**src/rtl/vl2n_pkg.sv**
```systemverilog
// Package with shared types and constants for the vector L2 normalizer.
`default_nettype none
package vl2n_pkg;

  localparam int ElemW  = 24;
  localparam int SumW   = 57;
  localparam int RootW  = 29;
  localparam int LenW   = 8;
  localparam int NumW   = 46;
  localparam int QuoW   = 47;
  localparam logic [23:0] OneQ22 = 24'd4194304;

  localparam logic [0:0] KIND_LOAD  = 1'b0;
  localparam logic [0:0] KIND_FETCH = 1'b1;

  localparam logic [0:0] REG_FIRST  = 1'b0;
  localparam logic [0:0] REG_SECOND = 1'b1;

  // Commands from the controller to the datapath.
  typedef struct packed {
    logic load;
    logic clear;
    logic fetch_start;
    logic sqrt_start;
    logic div_start;
    logic sqrt_step;
    logic div_step;
    logic result_latch;
  } vl2n_cmd_t;

  // Status from the datapath to the controller.
  typedef struct packed {
    logic sqrt_done;
    logic div_done;
  } vl2n_sts_t;

endpackage
`default_nettype wire

```
**src/rtl/vl2n_ctrl.sv**
```systemverilog
// Controller: counters, handshakes and sequencing of the datapath.
`default_nettype none
module vl2n_ctrl #(
  parameter int MAX_DIM = 256,
  parameter int AW = 8
) (
  input  wire logic                clk,
  input  wire logic                rst,
  input  wire logic                in_valid,
  output logic                     in_ready,
  input  wire logic                kind,
  input  wire logic [8:0]          vlen,
  output logic                     out_valid,
  input  wire logic                out_ready,
  output logic [7:0]               position,
  output logic                     last,
  output vl2n_pkg::vl2n_cmd_t      cmd,
  input  wire vl2n_pkg::vl2n_sts_t sts,
  output logic [AW-1:0]            load_addr,
  output logic [AW-1:0]            fetch_addr,
  output logic                     busy
);

  localparam logic [2:0] S_IDLE = 3'd0;
  localparam logic [2:0] S_READ = 3'd1;
  localparam logic [2:0] S_SQRT = 3'd2;
  localparam logic [2:0] S_DIV  = 3'd3;
  localparam logic [2:0] S_OUT  = 3'd4;

  logic [2:0]  state, state_next;
  logic [AW:0] load_count;
  logic [AW:0] emit_count;
  logic [AW:0] len;
  logic        accept, is_last, out_take;

  assign len = (int'(vlen) > MAX_DIM) ? (AW+1)'(MAX_DIM) : (AW+1)'(vlen);
  assign in_ready = (state == S_IDLE);
  assign accept = in_valid && in_ready;
  assign load_addr  = load_count[AW-1:0];
  assign fetch_addr = emit_count[AW-1:0];
  assign is_last = (emit_count + 1'b1) == len;
  assign busy = (state != S_IDLE);
  // A finished result moves to the output register once that is free.
  assign out_take = (state == S_OUT) && (!out_valid || out_ready);

  // Command decode.
  always_comb begin
    cmd = '0;
    cmd.load = accept && (len != 0) && (kind == vl2n_pkg::KIND_LOAD)
               && (load_count < len);
    cmd.clear = (accept && (len != 0) && (kind == vl2n_pkg::KIND_FETCH)
                 && (emit_count >= len)) || (out_take && is_last);
    cmd.fetch_start = accept && (len != 0) && (kind == vl2n_pkg::KIND_FETCH)
                      && (emit_count < len) && (load_count >= len);
    cmd.sqrt_start = (state == S_READ);
    cmd.sqrt_step  = (state == S_SQRT) && !sts.sqrt_done;
    cmd.div_start  = (state == S_SQRT) && sts.sqrt_done;
    cmd.div_step   = (state == S_DIV) && !sts.div_done;
    cmd.result_latch = out_take;
    state_next = state;
    case (state)
      S_IDLE: if (cmd.fetch_start) state_next = S_READ;
      S_READ: state_next = S_SQRT;
      S_SQRT: if (sts.sqrt_done) state_next = S_DIV;
      S_DIV:  if (sts.div_done) state_next = S_OUT;
      S_OUT:  if (out_take) state_next = S_IDLE;
      default: state_next = S_IDLE;
    endcase
  end

  // State, counters and output flags.
  always_ff @(posedge clk) begin
    if (rst) begin
      state <= S_IDLE;
      load_count <= '0;
      emit_count <= '0;
      out_valid <= 1'b0;
    end else begin
      state <= state_next;
      if (out_take) begin
        out_valid <= 1'b1;
        position  <= 8'(emit_count);
        last      <= is_last;
      end else if (out_valid && out_ready) begin
        out_valid <= 1'b0;
      end
      if (cmd.clear) begin
        load_count <= '0;
        emit_count <= '0;
      end else if (cmd.load) begin
        load_count <= load_count + 1'b1;
      end else if (out_take) begin
        emit_count <= emit_count + 1'b1;
      end
    end
  end

endmodule
`default_nettype wire
```
**config.mk**
```make
export PLATFORM = sky130hd
export DESIGN_NAME = vl2n_ctrl
export DESIGN_NICKNAME = d
export VERILOG_FILES = /design/src/rtl/vl2n_pkg.sv /design/src/rtl/vl2n_ctrl.sv
export SDC_FILE = /design/constraint.sdc
export NUM_CORES = 1
export LEC_CHECK = 0
export ABC_CLOCK_PERIOD_IN_PS = 5750
export BUFFER_PORTS_ARGS = -buffer_cell sky130_fd_sc_hd__buf_2
export CORE_UTILIZATION = 45
export DETAILED_ROUTE_END_ITERATION = 10
export PLACE_DENSITY = 0.74
export SLEW_MARGIN = 40
export SYNTH_ARGS = -nofsm -noshare
export SYNTH_HDL_FRONTEND = slang
export SYNTH_SLANG_ARGS = --single-unit
```
**constraint.sdc**
```tcl
create_clock -name clk -period 5.75 [get_ports clk]
set_clock_uncertainty 0.1 [all_clocks]
set_input_delay 0.2875 -clock clk [delete_from_list [all_inputs] [get_ports clk]]
set_output_delay 0.2875 -clock clk [all_outputs]
set_load 0.02 [all_outputs]
```
==> results.md <==
- In the routed layout, each cell is associated on average with a via count of 5.66.
- For this configuration, the core starts out at a cell density of 46.9%.
- From left edge to right edge, the die measures 74.9 um.
- Once the clock tree was built, the setup fixing pass inserted 0 buffers.
- The number of DRC violations after detailed-routing iteration 0 is 183.
- Entering global routing, the biggest net connects 19 pins.
- The warning count from the yosys run is 0.
- After synthesis, the largest area contributor takes up 18.4% of total cell area.
- The clock passes through at most 2 buffers.
- The total congestion overflow is 0.
- Setup violations remaining at the end of the flow were counted as 0.
- Setup repair after global routing left no endpoint under its margin.
- The floorplan step defined a core boundary enclosing 0.00511 mm^2.
- Adding up every negative setup slack in the final design gives 0 ns.
- The routed via count is 2,129.
- The reported max-cap violation count is 0.
- The async set-or-reset flop fraction in the synthesized netlist is 0%.
- Headroom to the max-slew limit came out at 46.2%.
- The critical path ends at cmd[6].
- Counting the fill cells in the layout gives 510.
- For this run, the register share of the synthesized area comes to 29.7%.
- The number of antenna diodes in the final layout is 0.
- In this run, synthesis produced a sequential element count of 31.
- The dominant cell type by count on the critical path is nand4_1.
- The synthesized netlist devotes 3.92% of its cell area to XOR and XNOR gates.
- The number of flops mapped to enable cells by yosys is 9.
- The initial antenna violation count is 0.
- The design internal power is 375 uW.
- The endpoint kind of the worst setup timing path is an output port.
- Summing the areas of all compound-gate instances in the mapped netlist gives 18.2% of the synthesized area.
- Walking the worst path, the cells encountered are and4_1 > nand4_1 > xnor2_1 > nand4_1 > nor4_4 > or2_1 > buf_2.
- The critical path class is flip-flop to output port.
- The clock reaches the later pin of the worst-skew pair after 0.29 ns.
- The proportion of power drawn by the clock network is 42.7%.
- The maximum frequency from static timing analysis is 293 MHz.
- The power consumption is 501 uW.
- The clock period minus final worst setup slack is 3.42 ns.
- The critical path depth in cells is 7.
- At the worst endpoint, the required time is 5.36 ns.
- The setup slack after placement is 2.46 ns.
- VDD sags by at most 0.101 mV.
- The clock input transition at the sequential cells of the worst setup and hold paths is 0.07 ns.
- The number of gates resized after CTS was 0.
- The leakage power is 0.00110 uW.
- The number of routed nets with antenna violations is 0.
- For this run, design rule violations remaining after detail routing come to 0.
- The most area-hungry cell type in the Yosys netlist is dfxtp_1.
- The slack of the critical path is 2.33 ns.
- The total count of max-transition violations in the final report is 0.
- The highest fanout seen on the critical path is 13.
- The area growth from synthesis to layout is 11.0%.
- On the critical path the largest part of the delay comes from simple AND/OR/NAND/NOR gates.
- The post-route fraction of the period consumed by the critical path is 59.4%.
- In the final design database the tool counted 341 nets.
- TritonCTS built the clock tree.
- In this run the worst hold path is classified as input pin to flip-flop.
- After Yosys synthesis, full adders, half adders and majority gates account for 10.5% of the synthesized area.
- The die span in y is 74.9 um.
- The worst setup path is launched from a flip-flop.
- The number of unique standard cell types used by synthesis is 51.
- The simple-gate share of the synthesized area is 26.7%.
- By area the synthesized netlist is led by dfxtp_1 (18%), edfxtp_1 (11%), ha_1 (10%).
- Summed over all nets, the switching power comes to 127 uW.
- The HPWL after detailed placement is 4110 um.
- In the synthesized netlist, the number of instances is 277.
- The synthesized netlist net count is 313.
- Among all flip-flop cells after synthesis, the most frequent one is dfxtp_1.
- The part of the power in combinational logic is 12.0%.
- The total die area is 0.00561 mm^2.
- In this run the critical register-to-register path is launched from emit_count[2]$_SDFFE_PP0P_.
- The mean instance size in the synthesized netlist is 8.64 um^2.
- In this run switching power makes up 25.2% of total power.
- The synthesized area is 0.00239 mm^2.
- The number of primary I/O pins is 52.
- After clock tree synthesis, the flow added hold-fix buffers numbering 0.
- For this design, the sink count on the clock tree is 31.
- The overall routing resource usage is 19.8%.
- For this run, the slowest stage of the critical path takes 0.76 ns.
- The average detailed-routed wire length per instance is 14.4 um.
- Row generation in the floorplan step produced 26 rows.
- The endpoint identified for the worst register-to-register timing path is load_count[7]$_SDFFE_PP0P_.
- The main combinational cell family by area after synthesis is simple AND/OR/NAND/NOR gates.
- The cell depth of the worst flop-to-flop path is 6.
- The final RePlAce weighted congestion is 0.847.
- The master of the slowest instance on the critical path is nor4_4.
- The buffer type at the clock tree root is clkbuf_8.
- Dividing total power by cell area gives a power density of 189 mW/mm^2.
- The count of buffers inserted at the top-level ports is 51.
- The via count of the first global-routing pass is 1,770.
- Across all register-to-register paths, the minimum setup slack is 2.98 ns.
- Tracing the worst setup path back leads to its startpoint at emit_count[2]$_SDFFE_PP0P_.
- The flow ran to the end, and the final reports show no timing, DRC or antenna violations.
- The part of the total power dissipated in sequential elements is 45.3%.
- The share of synthesized area spent on multiplexers is 1.25%.
- The first global-routing pass estimated 8310 um of wire.
- The first-pass detailed-route iteration total is 4.
- The H-tree was split into 2 levels.
- Cells with a size suffix above 1 make up 22.9% of the layout.
- The number of buffers created by CTS is 5.
- The data arrival at the endpoint of the critical path is 3.03 ns.
- The number of hold violations in the final report is 0.
- Together, buffers and inverters on the worst path number 1.
- The total wire length is 5400 um.
- For the pin with the worst max-slew slack, the measured transition is 0.804 ns.
worst min path at each step:
stage,depth (start not counted),startpoint,to,slack [ns]
3_5_place_dp,2,load_count[8]$_SDFFE_PP0P_,load_count[8]$_SDFFE_PP0P_,0.41
4_1_cts,2,rst,state[2]$_SDFFE_PP0P_,0.14
5_1_grt,2,rst,state[2]$_SDFFE_PP0P_,0.17
6_report,2,rst,state[2]$_SDFFE_PP0P_,0.15
3_3_place_gp,2,load_count[8]$_SDFFE_PP0P_,load_count[8]$_SDFFE_PP0P_,0.39
2_1_floorplan,1,rst,out_valid$_SDFFE_PP0P_,0.26
final cells by class:
type,instances,area [um^2],area share (%)
Multi-Input combinational cell,206,1460,54.9
Inverter,10,37.5,1.41
Tap cell,70,87.6,3.30
Timing Repair Buffer,51,255,9.60
Clock inverter,3,38.8,1.46
Sequential cell,31,711,26.7
Clock buffer,5,68.8,2.59
sequential cells by signal (all words and copies together), names as in the netlist:
name / count
emit_count: 9
load_count: 9
position: 8
state: 3
last: 1
out_valid: 1
logic make-up after synthesis:
kind of cell             after synthesis
XOR/XNOR                               9
AND/OR/NAND/NOR                      113
adder cells (fa/ha/maj)               20
flip-flops                            31
multiplexers                           3
buffers and inverters                 40
AO/OA/AOI/OAI                         61
routing by layer:
layer,part of all wire [%],GRT usage (%)
met5,0,0
met4,1.5,8.39
met3,4.4,2.81
met2,46,31.1
met1,48,27.0
power groups by stage:
stage / combinational [uW] / clock [uW] / sequential [uW]
5_1_grt: 66.6 / 222 / 227
3_3_place_gp: 57.5 / 0 / 232
6_report: 60.2 / 214 / 227
4_1_cts: 60.0 / 215 / 227
2_1_floorplan: 44.6 / 0 / 231
3_5_place_dp: 59.6 / 0 / 232
per-stage QoR:
| step | instances | instance area, um^2 | hold WS, ns | util [%] |
|---|---|---|---|---|
| after global placement | 368 | 2540 | 0.391 | 49.7 |
| after floorplan | 277 | 2390 | 0.257 | - |
| after global routing | 376 | 2660 | 0.167 | 52.0 |
| final | 376 | 2660 | 0.149 | 52.0 |
| after detailed placement | 368 | 2540 | 0.407 | 49.8 |
| after CTS | 376 | 2650 | 0.143 | 51.9 |
cells in the final DEF (no fill, tap or decap), types with 7 or more instances in the layout:
cell type	count
dfxtp_1	22
nor2_1	12
o32ai_1	7
or3_1	9
nor2b_1	7
ha_1	20
nand2_1	25
nand2b_1	8
a211oi_1	8
nand4_1	8
o21ai_0	12
inv_1	9
edfxtp_1	9
a21oi_1	14
nor3_1	13
buf_2	51
synth_stat cells (all sizes together) (5+ instances only):
master,instances
buf,26
nor2b,7
nand2b,8
nand4,9
nor3,13
or3,10
o21ai,13
edfxtp,9
inv,10
nor2,13
and2,6
a21oi,14
nand2,25
ha,20
xnor2,5
nand3,7
o32ai,7
dfxtp,22
a211oi,9
nor4,5
worst reg2reg max path, delay by kind of cell, from the launching register on:
kind	cells	cell delay, ns
DFF	1	0.56
and+or+nand+nor	4	1.63
AOI/OAI and AO/OA	1	0.12
xor gates and xnor gates	1	0.20
No activity file was read; power rests on OpenSTA's default activity.
